File: src/design/ptq_pkg.sv
// shared constants and word types of the priority task queue
`timescale 1ns / 1ps

package ptq_pkg;

    localparam int DEPTH   = 16;
    localparam int IDX_W   = $clog2(DEPTH);
    localparam int CNT_W   = $clog2(DEPTH + 1);
    localparam int CFG_W   = 5;
    localparam int LIM_W   = (CNT_W > CFG_W) ? CNT_W : CFG_W;
    localparam int TASK_W  = 16;
    localparam int PRIO_W  = 32;
    localparam int ENTRY_W = TASK_W + PRIO_W;
    localparam int OUT_CNT_W = 5;

    localparam logic [CFG_W-1:0] CAP_RESET = 5'd16;

    localparam logic OP_ADD      = 1'b0;
    localparam logic OP_COMPLETE = 1'b1;

    typedef struct packed {
        logic                     operation;
        logic [TASK_W-1:0]        task_handle;
        logic signed [PRIO_W-1:0] priority_req;
    } t_in_word;

    typedef struct packed {
        logic                     accepted;
        logic [TASK_W-1:0]        removed_task;
        logic signed [PRIO_W-1:0] removed_priority;
        logic [OUT_CNT_W-1:0]     entry_count;
        logic                     top_valid;
        logic [TASK_W-1:0]        top_task;
    } t_out_word;

    typedef struct packed {
        logic               we;
        logic [IDX_W-1:0]   waddr;
        logic [ENTRY_W-1:0] wdata;
        logic [IDX_W-1:0]   raddr;
    } t_mem_req;

endpackage

File: src/design/ptq_ram.sv
// generic single-write, single-read ram with registered read data
`timescale 1ns / 1ps

module ptq_ram #(
    parameter int WIDTH = 8,
    parameter int DEPTH = 16
) (
    input  logic                     i_clk,
    input  logic                     i_we,
    input  logic [$clog2(DEPTH)-1:0] i_waddr,
    input  logic [WIDTH-1:0]         i_wdata,
    input  logic [$clog2(DEPTH)-1:0] i_raddr,
    output logic [WIDTH-1:0]         o_rdata
);

    logic [WIDTH-1:0] r_mem [DEPTH];
    logic [WIDTH-1:0] r_rdata;

    always_ff @(posedge i_clk) begin
        if (i_we) begin
            r_mem[i_waddr] <= i_wdata;
        end
        r_rdata <= r_mem[i_raddr];
    end

    assign o_rdata = r_rdata;

endmodule

File: src/design/ptq_ctrl.sv
// sequencer: add, and complete with compacting scan over the entry ram
`timescale 1ns / 1ps

module ptq_ctrl
    import ptq_pkg::*;
(
    input  logic               i_clk,
    input  logic               i_rst_n,
    input  logic               i_cfg_we,
    input  logic [CFG_W-1:0]   i_cfg_data,
    input  logic               i_in_valid,
    output logic               o_in_ready,
    input  t_in_word           i_in_word,
    output logic               o_res_valid,
    input  logic               i_res_ready,
    output t_out_word          o_res_word,
    output t_mem_req           o_mem_req,
    input  logic [ENTRY_W-1:0] i_mem_rdata
);

    typedef enum logic [1:0] {
        S_IDLE,
        S_SCAN,
        S_DONE
    } t_state;

    t_state                   r_state;
    logic [CFG_W-1:0]         r_cap;
    logic [CNT_W-1:0]         r_count;
    logic [IDX_W-1:0]         r_top_idx;
    logic [TASK_W-1:0]        r_top_task;
    logic signed [PRIO_W-1:0] r_top_prio;
    t_out_word                r_res;
    logic [CNT_W-1:0]         r_ptr;
    logic                     r_rv;
    logic [IDX_W-1:0]         r_rd_q;
    logic                     r_best_valid;
    logic [TASK_W-1:0]        r_best_task;
    logic signed [PRIO_W-1:0] r_best_prio;
    logic [IDX_W-1:0]         r_best_pos;

    t_out_word                n_res;
    logic [LIM_W-1:0]         limit;
    logic                     accept;
    logic                     add_ok;
    logic                     new_is_top;
    logic                     start_scan;
    logic                     issue;
    logic [TASK_W-1:0]        rd_task;
    logic signed [PRIO_W-1:0] rd_prio;
    logic [IDX_W-1:0]         rd_pos;
    logic                     rd_keep;
    logic                     rd_better;
    logic [CNT_W-1:0]         count_dec;

    assign limit   = (LIM_W'(r_cap) > LIM_W'(DEPTH)) ? LIM_W'(DEPTH) : LIM_W'(r_cap);
    assign accept  = i_in_valid && (r_state == S_IDLE);
    assign add_ok  = LIM_W'(r_count) < limit;
    assign new_is_top = (r_count == '0) || (i_in_word.priority_req > r_top_prio);
    assign start_scan = (i_in_word.operation == OP_COMPLETE) && (r_count != '0);
    assign issue   = (r_state == S_SCAN) && (r_ptr < r_count);
    assign count_dec = r_count - CNT_W'(1);

    assign rd_task   = i_mem_rdata[ENTRY_W-1 -: TASK_W];
    assign rd_prio   = i_mem_rdata[PRIO_W-1:0];
    assign rd_keep   = r_rv && (r_rd_q != r_top_idx);
    assign rd_pos    = (r_rd_q < r_top_idx) ? r_rd_q : r_rd_q - IDX_W'(1);
    assign rd_better = !r_best_valid || (rd_prio > r_best_prio);

    // result word as known at acceptance; a complete fills in the rest after the scan
    always_comb begin
        n_res = '0;
        if (i_in_word.operation == OP_ADD) begin
            if (add_ok) begin
                n_res.accepted    = 1'b1;
                n_res.entry_count = OUT_CNT_W'(r_count + CNT_W'(1));
                n_res.top_valid   = 1'b1;
                n_res.top_task    = new_is_top ? i_in_word.task_handle : r_top_task;
            end else begin
                n_res.entry_count = OUT_CNT_W'(r_count);
                n_res.top_valid   = (r_count != '0);
                n_res.top_task    = (r_count != '0) ? r_top_task : '0;
            end
        end else if (r_count != '0) begin
            n_res.accepted         = 1'b1;
            n_res.removed_task     = r_top_task;
            n_res.removed_priority = r_top_prio;
        end
    end

    always_comb begin
        o_mem_req.raddr = r_ptr[IDX_W-1:0];
        o_mem_req.we    = 1'b0;
        o_mem_req.waddr = r_count[IDX_W-1:0];
        o_mem_req.wdata = {i_in_word.task_handle, i_in_word.priority_req};
        if (r_state == S_SCAN) begin
            // later entries move down one slot over the removed one
            o_mem_req.we    = r_rv && (r_rd_q > r_top_idx);
            o_mem_req.waddr = rd_pos;
            o_mem_req.wdata = i_mem_rdata;
        end else begin
            o_mem_req.we = accept && (i_in_word.operation == OP_ADD) && add_ok;
        end
    end

    always_ff @(posedge i_clk) begin
        if (!i_rst_n) begin
            r_state      <= S_IDLE;
            r_cap        <= CAP_RESET;
            r_count      <= '0;
            r_rv         <= 1'b0;
            r_best_valid <= 1'b0;
        end else begin
            if (i_cfg_we) begin
                r_cap <= i_cfg_data;
            end
            case (r_state)
                S_IDLE: begin
                    if (accept) begin
                        r_state <= start_scan ? S_SCAN : S_DONE;
                        r_res   <= n_res;
                        if (i_in_word.operation == OP_ADD) begin
                            if (add_ok) begin
                                r_count <= r_count + CNT_W'(1);
                                if (new_is_top) begin
                                    r_top_idx  <= r_count[IDX_W-1:0];
                                    r_top_task <= i_in_word.task_handle;
                                    r_top_prio <= i_in_word.priority_req;
                                end
                            end
                        end else begin
                            if (r_count != '0) begin
                                r_ptr        <= '0;
                                r_rv         <= 1'b0;
                                r_best_valid <= 1'b0;
                            end
                        end
                    end
                end
                S_SCAN: begin
                    r_rv   <= issue;
                    r_rd_q <= r_ptr[IDX_W-1:0];
                    if (issue) begin
                        r_ptr <= r_ptr + CNT_W'(1);
                    end
                    if (rd_keep && rd_better) begin
                        // strict compare in address order keeps the earliest on ties
                        r_best_valid <= 1'b1;
                        r_best_task  <= rd_task;
                        r_best_prio  <= rd_prio;
                        r_best_pos   <= rd_pos;
                    end
                    if (!issue && !r_rv) begin
                        r_state           <= S_DONE;
                        r_count           <= count_dec;
                        r_top_idx         <= r_best_pos;
                        r_top_task        <= r_best_task;
                        r_top_prio        <= r_best_prio;
                        r_res.entry_count <= OUT_CNT_W'(count_dec);
                        r_res.top_valid   <= r_best_valid;
                        r_res.top_task    <= r_best_valid ? r_best_task : '0;
                    end
                end
                S_DONE: begin
                    if (i_res_ready) begin
                        r_state <= S_IDLE;
                    end
                end
                default: begin
                    r_state <= S_IDLE;
                end
            endcase
        end
    end

    assign o_in_ready  = (r_state == S_IDLE);
    assign o_res_valid = (r_state == S_DONE);
    assign o_res_word  = r_res;

endmodule

File: src/design/priority_task_queue.sv
// top level of the priority task queue: entry ram, sequencer, output register
`timescale 1ns / 1ps

// Unsorted array priority queue of 16-bit task handles with signed 32-bit
// priorities. An add word appends an entry at the end of the entry ram and
// updates the cached top entry. A complete word returns the cached top
// entry and then makes one pass over the ram, reading each held entry once
// (one read a cycle through the single read port, with registered read
// data), writing later entries one slot down and finding the new top. One
// word is worked on at a time; the output register lets the next word be
// accepted while a result still waits. capacity is taken from i_cfg_data
// on any cycle with i_cfg_we high and saturates at DEPTH.
// No clearing pass after reset: only slots that hold entries are read.

module priority_task_queue
    import ptq_pkg::*;
(
    input  logic             i_clk,
    input  logic             i_rst_n,
    input  logic             i_cfg_we,
    input  logic [CFG_W-1:0] i_cfg_data,
    input  logic             i_in_valid,
    output logic             o_in_ready,
    input  t_in_word         i_in_word,
    output logic             o_out_valid,
    input  logic             i_out_ready,
    output t_out_word        o_out_word
);

    // sequencer to ram request and result handoff
    t_mem_req           mem_req;
    logic [ENTRY_W-1:0] mem_rdata;
    logic               res_valid;
    logic               res_ready;
    t_out_word          res_word;

    // output register state
    logic               r_out_valid;
    t_out_word          r_out_word;

    // one ram holds {task, priority} per slot
    ptq_ram #(
        .WIDTH (ENTRY_W),
        .DEPTH (DEPTH)
    ) u_ram (
        .i_clk   (i_clk),
        .i_we    (mem_req.we),
        .i_waddr (mem_req.waddr),
        .i_wdata (mem_req.wdata),
        .i_raddr (mem_req.raddr),
        .o_rdata (mem_rdata)
    );

    ptq_ctrl u_ctrl (
        .i_clk       (i_clk),
        .i_rst_n     (i_rst_n),
        .i_cfg_we    (i_cfg_we),
        .i_cfg_data  (i_cfg_data),
        .i_in_valid  (i_in_valid),
        .o_in_ready  (o_in_ready),
        .i_in_word   (i_in_word),
        .o_res_valid (res_valid),
        .i_res_ready (res_ready),
        .o_res_word  (res_word),
        .o_mem_req   (mem_req),
        .i_mem_rdata (mem_rdata)
    );

    // output register takes a new word when empty or being drained
    assign res_ready = !r_out_valid || i_out_ready;

    always_ff @(posedge i_clk) begin
        if (!i_rst_n) begin
            r_out_valid <= 1'b0;
        end else begin
            if (res_valid && res_ready) begin
                r_out_valid <= 1'b1;
                r_out_word  <= res_word;
            end else if (i_out_ready) begin
                r_out_valid <= 1'b0;
            end
        end
    end

    assign o_out_valid = r_out_valid;
    assign o_out_word  = r_out_word;

endmodule

File: config.mk
export PLATFORM = sky130hd
export DESIGN_NAME = priority_task_queue
export DESIGN_NICKNAME = d
export VERILOG_FILES = /design/src/design/ptq_pkg.sv /design/src/design/ptq_ram.sv /design/src/design/ptq_ctrl.sv /design/src/design/priority_task_queue.sv
export SDC_FILE = /design/constraint.sdc
export NUM_CORES = 1
export LEC_CHECK = 0
export ABC_AREA = 1
export BUFFER_PORTS_ARGS = -buffer_cell sky130_fd_sc_hd__buf_2
export CORE_ASPECT_RATIO = 1.5
export CORE_MARGIN = 3
export CORE_UTILIZATION = 40
export CTS_BUF_LIST = sky130_fd_sc_hd__clkbuf_16
export DETAILED_ROUTE_END_ITERATION = 10
export HOLD_SLACK_MARGIN = 0.05
export SLEW_MARGIN = 20
export SYNTH_ARGS = -nofsm -noshare
export SYNTH_HDL_FRONTEND = slang
export SYNTH_SLANG_ARGS = --single-unit
export TNS_END_PERCENT = 100
File: constraint.sdc
create_clock -name i_clk -period 10.2 [get_ports i_clk]
set_input_delay 1.02 -clock i_clk [delete_from_list [all_inputs] [get_ports i_clk]]
set_output_delay 1.02 -clock i_clk [all_outputs]
set_load 0.05 [all_outputs]
After elaboration in Yosys (flattened, before gate mapping)
Memory sizes are Yosys's and may differ from the RTL's. A register that Yosys moved wholly into a read port is not among the register bits. Cells that the tools add are included.

Flip-flop bits (word level): 270. Output and inout port bits: 73. Memories kept: 1. Logic and storage cells: 144. RAM bits: 768.

Eq/ne operators: 13. Order comparisons: 7. Reductions and logical operators: 35. Multiplexer cells: 57. Add/sub/neg operators: 4. Bitwise operators: 1.

Memory list: u_ram.r_mem (depth 16, bits a word 48, read ports 1, clocked after Yosys merged registers in 1, wr ports 1, line ptq_ram.sv:16) `logic [WIDTH-1:0] r_mem [DEPTH];`.

Operators with widths (count): $mux 32 (5); $mux 16 (7); $mux 22 (4); $gt 32x32->1 (2); $pmux 32 s2 (1); $mux 52 (1); $mux 49 (1); $mux 5 (9); $pmux 22 s2 (1); $pmux 16 s2 (1); $mux 4 (6); $pmux 5 s2 (2); $ne 2x1->1 const B (7); $reduce_and 6->1 (2); $mux 1 (11); $add 5x1->5 const B (2); $logic_and 1x1->1 (10); $lt 5x5->1 (2); $reduce_and 5->1 (2); $reduce_and 3->1 (3); $mux 2 (4); $pmux 4 s2 (1); $reduce_and 4->1 (2); $reduce_and 7->1 (1); 19 further kinds (30).

Depth between registers and ports, before layout
Gate-level depths: netlist (run 1).

Depth in word-level cells: 7. Depth in mapped cells: 22. Gate-level depth less buffers: 21.

Cells and area by module
Synthesis (run 1) repeated with hierarchy kept, for this count alone.

Cells, all modules: 4368. Area total of the unflattened synthesis: 46628.5 µm².

Modules (own cells, without submodules): ptq_ram (cells each 3165, area an instance 33988.8 µm², instances 1); ptq_ctrl (cells each 1125, area an instance 10458.8 µm², instances 1); priority_task_queue (cells each 78, area an instance 2180.8 µm², instances 1).

Worst setup path after synthesis (run 1)
Ideal clock, no wire load.

Path type: input port to flip-flop. Start point: in i_rst_n. End point: reg r_out_word, in the netlist o_out_word[0], enable pin. Path buffers: 0. Cell stages on the path: 2. Data arrival time: 6.078 ns. Slack: 3.535 ns. Cell sequence: clkinv_1 nor3_1.

Longest elaborated chain between the ends: 1.

Ends and longest elaborated chain: from (decl) (line priority_task_queue.sv:19) `input logic i_rst_n,`; $reduce_and 2->1 (no source line); to (signal assigned) (line priority_task_queue.sv:78) `r_out_word <= res_word;`; to (decl) (line priority_task_queue.sv:39) `t_out_word r_out_word;`.

Every way passes these cells. A chain may end at the register's enable or synchronous reset.

Worst setup path after layout (run 1)
Start point: reg u_ctrl.r_cap[4]. End point: mem u_ram.r_mem[5][38] (netlist name), enable pin.

Longest elaborated chain between the ends: 7.

Ends and longest elaborated chain: from (decl) (line ptq_ctrl.sv:28) `logic [CFG_W-1:0] r_cap;`; from (signal assigned) (line ptq_ctrl.sv:115) `r_cap <= i_cfg_data;`; $gt 5x5->1 (line ptq_ctrl.sv:56) `assign limit = (LIM_W'(r_cap) > LIM_W'(DEPTH)) ? LIM_W'(DEPTH) : LIM_W'(r_cap);`; $mux 5 * (line ptq_ctrl.sv:56); $lt 5x5->1 * (line ptq_ctrl.sv:58) `assign add_ok = LIM_W'(r_count) < limit;`; $logic_and 1x1->1 * (line ptq_ctrl.sv:102) `o_mem_req.we = accept && (i_in_word.operation == OP_ADD) && add_ok;`; $mux 1 * (line ptq_ctrl.sv:96) `if (r_state == S_SCAN) begin`; $mux 1 * (line ptq_ram.sv:20) `if (i_we) begin`; $mux 1 (implied by the code) * (line ptq_ram.sv:21) `r_mem[i_waddr] <= i_wdata;`; to (decl) (line ptq_ram.sv:16).

Mark *: on every way between the ends. The rest lies on a longest branch, timed or not.

==> results of run 1 <==
## flip-flops by register name (all words and copies together), names as in the netlist, 4 cells and up
| register | count |
|---|---|
| o_out_word | 71 |
| u_ctrl.o_res_word | 71 |
| u_ctrl.r_best_pos | 4 |
| u_ctrl.r_best_prio | 32 |
| u_ctrl.r_best_task | 16 |
| u_ctrl.r_cap | 5 |
| u_ctrl.r_count | 5 |
| u_ctrl.r_ptr | 5 |
| u_ctrl.r_rd_q | 4 |
| u_ctrl.r_top_idx | 4 |
| u_ctrl.r_top_prio | 32 |
| u_ctrl.r_top_task | 16 |
| u_ram.o_rdata | 48 |
| u_ram.r_mem | 768 |
## per-layer routing
| metal | global-route usage | part of all wire |
|---|---|---|
| met1 | 0.2319 | 0.41 |
| met2 | 0.3181 | 0.51 |
| met3 | 0.02366 | 0.054 |
| met4 | 0.06027 | 0.026 |
| met5 | 0 | 0 |
## cell type report
cell class,count,share of cell area
clock inverter,79,0.01417
tap,1415,0.03644
timing repair buffer,184,0.02220
inverter,152,0.01190
sequential,1086,0.6583
multi-input combinational,1844,0.2081
clock buffer,95,0.04893
## worst max path at each step
| stage | end | cells past startpoint |
|---|---|---|
| after global routing | u_ram.r_mem[4][37] | 12 |
| after CTS | u_ram.r_mem[5][38] | 12 |
| after detailed placement | u_ram.r_mem[4][38] | 7 |
| after global placement | u_ram.r_mem[5][13] | 7 |
| after floorplan | o_out_word[0] | 2 |
| final | u_ram.r_mem[5][38] | 12 |
## power breakdown
group / switching [mW] / leakage [nW] / internal (mW) / total (mW)
clock network: 1.57 / 1.57 / 2.00 / 3.57
logic: 1.58 / 5.66 / 0.529 / 2.11
registers: 0.162 / 9.80 / 5.50 / 5.67
## placed cells by master, fill, tap and decap left out, types with 17 or more instances in the layout
cell	count
sky130_fd_sc_hd__a21oi_1	46
sky130_fd_sc_hd__buf_2	131
sky130_fd_sc_hd__buf_4	51
sky130_fd_sc_hd__clkbuf_16	95
sky130_fd_sc_hd__clkinv_1	26
sky130_fd_sc_hd__clkinv_2	20
sky130_fd_sc_hd__dfxtp_1	63
sky130_fd_sc_hd__edfxtp_1	1023
sky130_fd_sc_hd__ha_1	80
sky130_fd_sc_hd__inv_1	161
sky130_fd_sc_hd__mux2i_1	73
sky130_fd_sc_hd__nand2_1	404
sky130_fd_sc_hd__nand3_1	122
sky130_fd_sc_hd__nor2_1	530
sky130_fd_sc_hd__nor2_4	17
sky130_fd_sc_hd__o211ai_1	25
sky130_fd_sc_hd__o21ai_0	272
sky130_fd_sc_hd__o221ai_1	78
sky130_fd_sc_hd__o32ai_1	119
## stage by stage
step / setup WS, ns / cell area (sq um)
floorplan: 3.535 / 43280
global placement: 6.205 / 45510
detailed placement: 6.173 / 45510
CTS: 6.166 / 48580
global route: 5.882 / 48580
finish: 6.199 / 48580
## cells by family after synthesis
family | Yosys count
compound gates | 570
fa+ha+maj | 80
xor+xnor | 9
simple gates | 1112
buf+inv | 330
flops | 1086
mux | 73
## worst reg2reg max path: cells and delay by family, from the launching register on
kind                       cells  cell delay [ns]
and+or+nand+nor                5             1.46
buffers and inverters          3             0.89
AOI/OAI and AO/OA              3             0.68
DFF                            1             0.30
adders and majority gates      1             0.29
==> reports/summary.json, run 1 <==
{
  "status": {
    "outcome": "finished, final reports clean"
  },
  "timing": {
    "fin_worst_hold_slack_ns": 0.4191,
    "worst_slew_margin_rel": 0.06514,
    "max_freq_mhz": 250.0,
    "layout_min_cycle_time_ns": 4.001,
    "period_share": 0.3922,
    "unrepaired_setup_endpoints_after_global_routing": "no",
    "hold_viol_final": 0,
    "worst_clock_skew_ns": 0.02879,
    "setup_viol": 0,
    "slew_violations": 0,
    "totalNegativeSetupSlack_ns": 0,
    "worst-slew-pin-transition_ns": 1.402
  },
  "route": {
    "avgViaCountPerCell": 5.389,
    "routed_wirelength_mm": 103.3,
    "route.vias.total": 26160,
    "drc": 0,
    "drt_iter0_markers": 2360,
    "ant_nets": 0,
    "first_pass_iters": 5,
    "avgRoutedWirePerCell_um": 21.28
  },
  "finish": {
    "layout-drive-gt1-share": 0.1055,
    "filler_cell_count": 9583,
    "antenna-diode-count": 0,
    "instances_no_fill": 4855,
    "flow.area_growth_from_synthesis_pct": 12.25,
    "multiInputGateArea_sq_mm": 0.01011,
    "nNetsFinal": 3500,
    "postLayoutCoreUtil": 0.4531,
    "seqCellArea_sq_mm": 0.03198
  },
  "critical_path": {
    "worst_r2r_startpoint": "u_ctrl.r_cap[4]",
    "ff2ff_setup_slack_ns": 6.20,
    "timing.setup.critical_path_class": "reg2reg",
    "crit_slowest_cell": "sky130_fd_sc_hd__nor2_4",
    "worst_r2r_endpoint": "u_ram.r_mem[5][38]",
    "crit_start": "u_ctrl.r_cap[4]",
    "r2r_cells": 12,
    "crit_path_cell_trace": "inv_1 > nand2_1 > ha_1 > a21oi_1 > o21a_1 > nand2_1 > nor2_1 > inv_1 > o21ai_1 > nand3_1 > nor2_4 > buf_4",
    "worst-path-max-fanout": 30,
    "worst_path_buffer_plus_inverter_count": 3,
    "critPathRequiredTime_ns": 10.50,
    "cp_data_arrival_time_ns": 4.30,
    "startpoint_type": "register",
    "end_kind": "register",
    "max_stage_delay_ns": 0.83,
    "crit_family": "simple AND/OR/NAND/NOR gates"
  },
  "yosys": {
    "synth_top_flop_cell": "sky130_fd_sc_hd__edfxtp_1",
    "yosysTopAreaCellShare": 0.7098,
    "synthXorXnorAreaFrac": 0.001821,
    "async_reset_ff_frac": 0,
    "yosys.area_share.simple": 0.1023,
    "yosys_warnings": 0,
    "post_synth_instance_area_sq_mm": 0.04328,
    "ys_seq_area_frac": 0.7389,
    "netlist_instances": 3260,
    "synth.top_cells.by_area": "sky130_fd_sc_hd__edfxtp_1, sky130_fd_sc_hd__nor2_1, sky130_fd_sc_hd__nand2_1",
    "synth-compound-area-share": 0.08569,
    "synth_top_cell_by_area": "sky130_fd_sc_hd__edfxtp_1",
    "syn_area_per_cell_sq_um": 13.28,
    "netlist-cell-type-count": 42,
    "synth.mux.area_fraction": 0.01688,
    "post_synth_most_frequent_cells": "sky130_fd_sc_hd__edfxtp_1, sky130_fd_sc_hd__nor2_1, sky130_fd_sc_hd__nand2_1",
    "ys_seq_elements": 1086,
    "main_combinational_cell_family_by_area_after_synthesis": "simple AND/OR/NAND/NOR gates",
    "yosys.area_share.adder": 0.02313,
    "cell_with_the_most_instances_after_synthesis": "sky130_fd_sc_hd__edfxtp_1",
    "synth-edff-count": 1023,
    "postSynthNetCount": 3399
  },
  "global_route": {
    "grt_usage": 0.1816,
    "maximum_number_of_pins_on_one_net_before_global_route_repair": 225,
    "grt.overflow.total": 0,
    "grt_pass1_vias": 25670,
    "grt_antenna_before_repair": 1,
    "grt_first_pass_wirelength_mm": 155.7
  },
  "power": {
    "max-vdd-ir-drop_mv": 0.1611,
    "report.power.total_mw": 11.35,
    "power-per-cell-area_mw_per_mm2": 233.6,
    "power_leakage_nw": 17.03
  },
  "place": {
    "placed_cells": 4681,
    "buffer_ports.inserted": 131,
    "detailed_place_hpwl_mm": 55.76,
    "routabilityCongestion": 0.8093
  },
  "clock_tree": {
    "cts_buffers": 93,
    "worstSkewPairLatency_ns": 0.68,
    "clock_tree.root_cell": "sky130_fd_sc_hd__clkbuf_16",
    "cts_resized": 0,
    "cts_buffer_depth": 3,
    "tritoncts": "done",
    "clkSlewWorstSetupHoldPaths_ns": 0.07,
    "cts_htree_levels": 3,
    "cts_hold_repair.buffers": 0,
    "sink_count_of_the_clock_tree": 1086,
    "post-cts-setup-buffers": 0
  },
  "hold_path": {
    "hold_class": "reg2reg",
    "hp-start": "u_ctrl.o_res_word[6]",
    "whs_path_depth": 0,
    "hold_ep": "o_out_word[6]"
  },
  "floorplanning": {
    "die-area_sq_mm": 0.1123,
    "pin_count": 132,
    "floorplan.initialDensity": 0.4036,
    "area_of_the_core_sq_mm": 0.1072,
    "num_rows": 147,
    "die_x_um": 274.6,
    "die_height_um": 408.9
  },
  "job": {
    "maxCapViolCount": 0
  }
}
No activity file was read; power rests on OpenSTA's default activity.
==> run 2, diff against run 1 <==
- clock period: 10.2 -> 3.4 ns (I/O delays scaled with it)
==> run 2 against run 1 <==
Total power grew to 3.0 times the previous value; global-route usage is 0.18 points higher; sequential share of layout area is 1.5 points lower; non-clock buffer count is 84 higher; hold slack worse by 0.31 ns; cell count is 1.7% higher; combinational power grew to 3.2 times the previous value; worst setup slack worse by 5.9 ns; clock power grew to 2.9 times the previous value; utilization is 1.1 points higher; critical endpoint is now u_ram.r_mem[1][18].
==> reports/summary.json, run 2 (synthesis gave the netlist of run 1 again) <==
{
  "clock_tree": {
    "clkSlewWorstSetupHoldPaths_ns": 0.07,
    "cts_htree_levels": 3,
    "cts_buffers": 92,
    "worstSkewPairLatency_ns": 0.69,
    "post-cts-setup-buffers": 0,
    "cts_resized": 0,
    "tritoncts": "done",
    "cts_buffer_depth": 3,
    "sink_count_of_the_clock_tree": 1086,
    "clock_tree.root_cell": "sky130_fd_sc_hd__clkbuf_16"
  },
  "floorplanning": {
    "die_x_um": 274.6,
    "die-area_sq_mm": 0.1123,
    "num_rows": 147,
    "floorplan.initialDensity": 0.4036,
    "pin_count": 132,
    "die_height_um": 408.9,
    "area_of_the_core_sq_mm": 0.1072
  },
  "finish": {
    "commonest_non_fill_non_tap_cells_in_the_layout": "sky130_fd_sc_hd__edfxtp_1, sky130_fd_sc_hd__nor2_1, sky130_fd_sc_hd__nand2_1, sky130_fd_sc_hd__o21ai_0, sky130_fd_sc_hd__inv_1",
    "registers.top_by_ff_count": "u_ram.r_mem",
    "layout-drive-gt1-share": 0.1104,
    "flow.area_growth_from_synthesis_pct": 14.92,
    "nNetsFinal": 3583,
    "finalInstanceArea_sq_mm": 0.04974,
    "postLayoutCoreUtil": 0.4638,
    "leading_cell_type_in_the_layout_fill_and_taps_excluded": "sky130_fd_sc_hd__edfxtp_1",
    "largest_reg_flops": 768
  },
  "route": {
    "avgRoutedWirePerCell_um": 20.96,
    "routed_wirelength_mm": 103.5,
    "route.vias.total": 26470,
    "ant_nets": 0,
    "drc": 0,
    "first_pass_iters": 6,
    "avgViaCountPerCell": 5.359,
    "drt_iter0_markers": 2124
  },
  "critical_path": {
    "ff2ff_setup_slack_ns": 0.29,
    "worst-path-max-fanout": 43,
    "end_kind": "register",
    "worst_r2r_startpoint": "u_ctrl.r_rd_q[1]",
    "startpoint_type": "register",
    "critPathRequiredTime_ns": 3.74,
    "r2r_cells": 11,
    "cp_data_arrival_time_ns": 3.45,
    "timing.setup.critical_path_class": "reg2reg",
    "worst_r2r_endpoint": "u_ram.r_mem[1][18]"
  },
  "timing": {
    "unrepaired_setup_endpoints_after_global_routing": "no",
    "max_freq_mhz": 321.8,
    "worst_slew_margin_rel": 0.3745,
    "worst-slew-pin-transition_ns": 0.9383,
    "setup_viol": 0,
    "layout_min_cycle_time_ns": 3.107,
    "fin_worst_hold_slack_ns": 0.1101,
    "slew_violations": 0,
    "period_share": 0.9138,
    "hold_viol_final": 0,
    "worst_clock_skew_ns": 0.02901
  },
  "place": {
    "routabilityCongestion": 0.7915,
    "detailed_place_hpwl_mm": 60.62,
    "postPlaceCellArea_sq_mm": 0.04621,
    "buffer_ports.inserted": 131
  },
  "job": {
    "maxCapViolCount": 0
  },
  "hold_path": {
    "whs_path_depth": 5,
    "hold_ep": "u_ctrl.r_state[1]",
    "hp-start": "i_in_valid",
    "hold_class": "in2reg"
  },
  "global_route": {
    "grt_first_pass_wirelength_mm": 157.0,
    "grt_antenna_before_repair": 3,
    "grt_pass1_vias": 25870,
    "grt_usage": 0.1834,
    "grt.overflow.total": 0,
    "maximum_number_of_pins_on_one_net_before_global_route_repair": 173
  },
  "power": {
    "power-per-cell-area_mw_per_mm2": 685.8,
    "power_leakage_nw": 17.52,
    "max-vdd-ir-drop_mv": 0.4888
  },
  "status": {
    "outcome": "finished, final reports clean"
  }
}
## run 2: cell types whose count changed in the layout (fill, tap and decap cells not counted), sizes merged
cell,previous run,this run
clkbuf,95,96
inv,167,175
clkinvlp,3,4
dlygate4sd3,0,52
diode,0,2
buf,184,216
clkinv,49,40
bufinv,12,9
## run 2: worst max path at each step
stage	from	endpoint	slack [ns]	cells past startpoint
after floorplan	u_ctrl.r_rd_q[1]	u_ram.r_mem[10][0]	-0.82	12
after global placement	u_ctrl.r_rd_q[1]	u_ram.r_mem[1][18]	0.42	11
after detailed placement	u_ctrl.r_rd_q[1]	u_ram.r_mem[1][18]	0.37	11
after CTS	u_ctrl.r_rd_q[1]	u_ram.r_mem[1][26]	0.33	11
after global routing	u_ctrl.r_rd_q[1]	u_ram.r_mem[7][38]	0.13	11
final	u_ctrl.r_rd_q[1]	u_ram.r_mem[1][18]	0.29	11
## run 2: layer usage
metal | track usage | vias up | share of wire | wire length (um)
li1 | - | 12290 | - | -
met1 | 0.2387 | 13230 | 0.42 | 43340
met2 | 0.3181 | 795 | 0.51 | 52350
met3 | 0.02636 | 153 | 0.052 | 5411
met4 | 0.05303 | 0 | 0.023 | 2424
met5 | 0 | - | 0 | 0
## run 2: worst max-delay path, stage by stage (launching register included)
cell and delay, ns:
sky130_fd_sc_hd__edfxtp_1 0.44, sky130_fd_sc_hd__ha_1 0.35, sky130_fd_sc_hd__inv_1 0.06, sky130_fd_sc_hd__nor2_1 0.03
sky130_fd_sc_hd__o211ai_1 0.18, sky130_fd_sc_hd__nand2_2 0.14, sky130_fd_sc_hd__xor2_1 0.21, sky130_fd_sc_hd__nand2_1 0.07
sky130_fd_sc_hd__o21ai_0 0.21, sky130_fd_sc_hd__nand2_1 0.35, sky130_fd_sc_hd__nor3b_4 0.32, sky130_fd_sc_hd__buf_12 0.36
## run 2: per-stage QoR
stage | power [mW] | instances | setup WS [ns] | TNS [ns]
detailed placement | 23.86 | 4713 | 0.3686 | 0
CTS | 34.41 | 4937 | 0.3335 | 0
global route | 35.65 | 4937 | 0.1304 | 0
global placement | 23.73 | 4713 | 0.4233 | 0
floorplan | 21.47 | 3260 | -0.8162 | -506.34
finish | 34.11 | 4939 | 0.2929 | 0
## run 2: cell type report
cell class / count / area (sq um)
flip-flops and latches: 1086 / 31980
multi-input cells: 1844 / 10120
repair buffers: 268 / 2277
clock buffers: 96 / 2402
inverters: 152 / 578.1
clock inverters: 76 / 599.3
well taps: 1415 / 1770
diodes: 2 / 5.005
fillers: 9351 / 57490
## run 2: repair_timing
| action | in CTS | in global routing |
|---|---|---|
| hold endpoints to repair | 50 | 0 |
| hold buffers | 52 | 0 |
| setup endpoints to repair | 0 | 0 |
## run 2: where the power goes
part | switching, mW | internal, mW
Combinational | 4.86 | 1.79
Sequential | 0.447 | 16.5
Clock | 4.71 | 5.81
==> run 3, diff against run 2 <==
- CTS_BUF_LIST: sky130_fd_sc_hd__clkbuf_16 -> default
==> run 3 against run 2 <==
Via count barely moved; total power rose by 1.1%; global-route usage barely moved; flip-flop and latch count did not move; routed wire length rose by 0.11%; sequential power barely moved; maximum frequency barely moved; combinational power barely moved; worst setup slack improved by 0.0021 ns; hold slack got worse by 0.010 ns; largest cell class unchanged; first-iteration DRC count rose by 4.8%; register-to-register slack barely moved.
==> reports/summary.json, run 3 (synthesis gave the netlist of run 1 again) <==
{
  "critical_path": {
    "max_stage_delay_ns": 0.44,
    "worst-path-max-fanout": 43,
    "timing.setup.critical_path_class": "reg2reg",
    "crit_path_cell_trace": "ha_1 > inv_1 > nor2_1 > o211ai_1 > nand2_2 > xor2_1 > nand2_1 > o21ai_0 > nand2_1 > nor3b_4 > buf_12",
    "critPathRequiredTime_ns": 3.74,
    "worst_r2r_endpoint": "u_ram.r_mem[1][18]",
    "worst_r2r_startpoint": "u_ctrl.r_rd_q[1]",
    "crit_slowest_cell": "sky130_fd_sc_hd__edfxtp_1",
    "end_kind": "register",
    "cpMostUsedCell": "sky130_fd_sc_hd__nand2_1",
    "r2r_cells": 11,
    "crit_start": "u_ctrl.r_rd_q[1]",
    "setup.worst_path.end": "u_ram.r_mem[1][18]",
    "cp_data_arrival_time_ns": 3.44,
    "startpoint_type": "register",
    "ff2ff_setup_slack_ns": 0.30
  },
  "timing": {
    "worst-slew-pin-transition_ns": 0.9002,
    "max_freq_mhz": 322.1,
    "layout_setup_ws_ns": 0.2951,
    "worst_clock_skew_ns": 0.02596,
    "unrepaired_setup_endpoints_after_global_routing": "no",
    "worst_slew_margin_rel": 0.3998,
    "setup_viol": 0,
    "hold_viol_final": 0,
    "totalNegativeSetupSlack_ns": 0,
    "slew_violations": 0,
    "layout_min_cycle_time_ns": 3.105,
    "period_share": 0.9132
  },
  "power": {
    "power_leakage_nw": 17.50,
    "power-per-cell-area_mw_per_mm2": 691.4,
    "max-vdd-ir-drop_mv": 0.4884
  },
  "place": {
    "routabilityCongestion": 0.7915,
    "detailed_place_hpwl_mm": 60.62,
    "worst_case_setup_slack_after_placement_ns": 0.3686,
    "buffer_ports.inserted": 131
  },
  "job": {
    "maxCapViolCount": 0
  },
  "status": {
    "outcome": "finished, final reports clean"
  },
  "clock_tree": {
    "tritoncts": "done",
    "post-cts-setup-buffers": 0,
    "cts_htree_levels": 3,
    "worstSkewPairLatency_ns": 0.69,
    "cts_hold_repair.buffers": 52,
    "clkSlewWorstSetupHoldPaths_ns": 0.07,
    "cts_buffers": 92,
    "sink_count_of_the_clock_tree": 1086,
    "cts_resized": 0,
    "clock_tree.root_cell": "sky130_fd_sc_hd__clkbuf_16",
    "cts_buffer_depth": 3
  },
  "finish": {
    "commonest_non_fill_non_tap_cells_in_the_layout": "sky130_fd_sc_hd__edfxtp_1, sky130_fd_sc_hd__nor2_1, sky130_fd_sc_hd__nand2_1, sky130_fd_sc_hd__o21ai_0, sky130_fd_sc_hd__inv_1",
    "largest_reg_flops": 768,
    "registers.top_by_ff_count": "u_ram.r_mem",
    "flow.area_growth_from_synthesis_pct": 15.22,
    "nNetsFinal": 3583,
    "filler_cell_count": 9340,
    "layout-drive-gt1-share": 0.1141,
    "leading_cell_type_in_the_layout_fill_and_taps_excluded": "sky130_fd_sc_hd__edfxtp_1"
  },
  "route": {
    "drc": 0,
    "routed_wirelength_mm": 103.6,
    "first_pass_iters": 6,
    "avgViaCountPerCell": 5.357,
    "drt_iter0_markers": 2227,
    "ant_nets": 0,
    "avgRoutedWirePerCell_um": 20.98,
    "route.vias.total": 26460
  },
  "floorplanning": {
    "area_of_the_core_sq_mm": 0.1072,
    "die-area_sq_mm": 0.1123,
    "die_x_um": 274.6,
    "die_height_um": 408.9,
    "pin_count": 132,
    "num_rows": 147,
    "floorplan.initialDensity": 0.4036
  },
  "global_route": {
    "maximum_number_of_pins_on_one_net_before_global_route_repair": 173,
    "grt_first_pass_wirelength_mm": 157.1,
    "grt_antenna_before_repair": 3,
    "grt_pass1_vias": 25870,
    "grt_usage": 0.1834,
    "grt.overflow.total": 0
  },
  "hold_path": {
    "hold_class": "in2reg"
  }
}
==> run 3: cell count changes in the layout (fill, tap and decap cells not counted) <==
cell | before | now
sky130_fd_sc_hd__inv_1 | 167 | 144
sky130_fd_sc_hd__clkinv_1 | 25 | 12
sky130_fd_sc_hd__clkbuf_8 | 0 | 13
sky130_fd_sc_hd__clkbuf_1 | 0 | 23
==> run 3: stage by stage <==
stage	std cells	utilization	power, mW	hold WS [ns]	instance area (sq um)
after floorplan	3260	-	21.47	0.4003	43320
after global placement	4713	0.4310	23.73	0.4004	46210
after detailed placement	4713	0.4310	23.86	0.4045	46210
after CTS	4937	0.4650	34.78	0.05269	49860
after global routing	4937	0.4650	36.02	0.1015	49860
final	4939	0.4651	34.48	0.09985	49870
==> run 3: power breakdown <==
part / internal [mW] / switching, mW / total [mW]
sequential: 16.5 / 0.448 / 16.9
combinational: 1.79 / 4.85 / 6.64
clock: 6.17 / 4.72 / 10.9
==> run 3: worst min path at each step <==
| stage | start | to | slack [ns] | cells past startpoint |
|---|---|---|---|---|
| floorplan | u_ctrl.o_res_word[0] | o_out_word[0] | 0.40 | 0 |
| global placement | u_ctrl.o_res_word[17] | o_out_word[17] | 0.40 | 0 |
| detailed placement | u_ctrl.o_res_word[6] | o_out_word[6] | 0.40 | 0 |
| CTS | i_in_word[18] | u_ctrl.r_top_prio[18] | 0.05 | 3 |
| global route | i_in_word[34] | u_ctrl.r_top_task[2] | 0.10 | 5 |
| finish | i_in_word[18] | u_ctrl.r_top_prio[18] | 0.1 | 3 |
==> run 3: critical path, delay by kind of cell (launching register included) <==
family / cells / cell delay, ns
AND/OR/NAND/NOR: 5 / 0.91
flip-flops: 1 / 0.44
buffers and inverters: 2 / 0.42
AO/OA/AOI/OAI: 2 / 0.39
adder cells (fa/ha/maj): 1 / 0.35
XOR/XNOR: 1 / 0.22
==> run 3: final cells by class <==
type,count,area (sq um),area share
clock buffer,132,2668,0.05349
sequential,1086,31980,0.6413
tap,1415,1770,0.03550
clock inverter,40,464.2,0.009309
multi-input combinational,1844,10120,0.2030
inverter,152,578.1,0.01159
antenna,2,5.005,0.0001004
timing repair buffer,268,2277,0.04566
==> run 3: metal layers <==
layer  vias up  global-route usage  wire length, um  share of wire
met3       154             0.02618             5693          0.055
met4         0             0.05358             2448          0.024
met5         -                   0                0              0
met1     13200              0.2387            42920           0.41
met2       819              0.3180            52580           0.51
li1      12290                   -                -              -
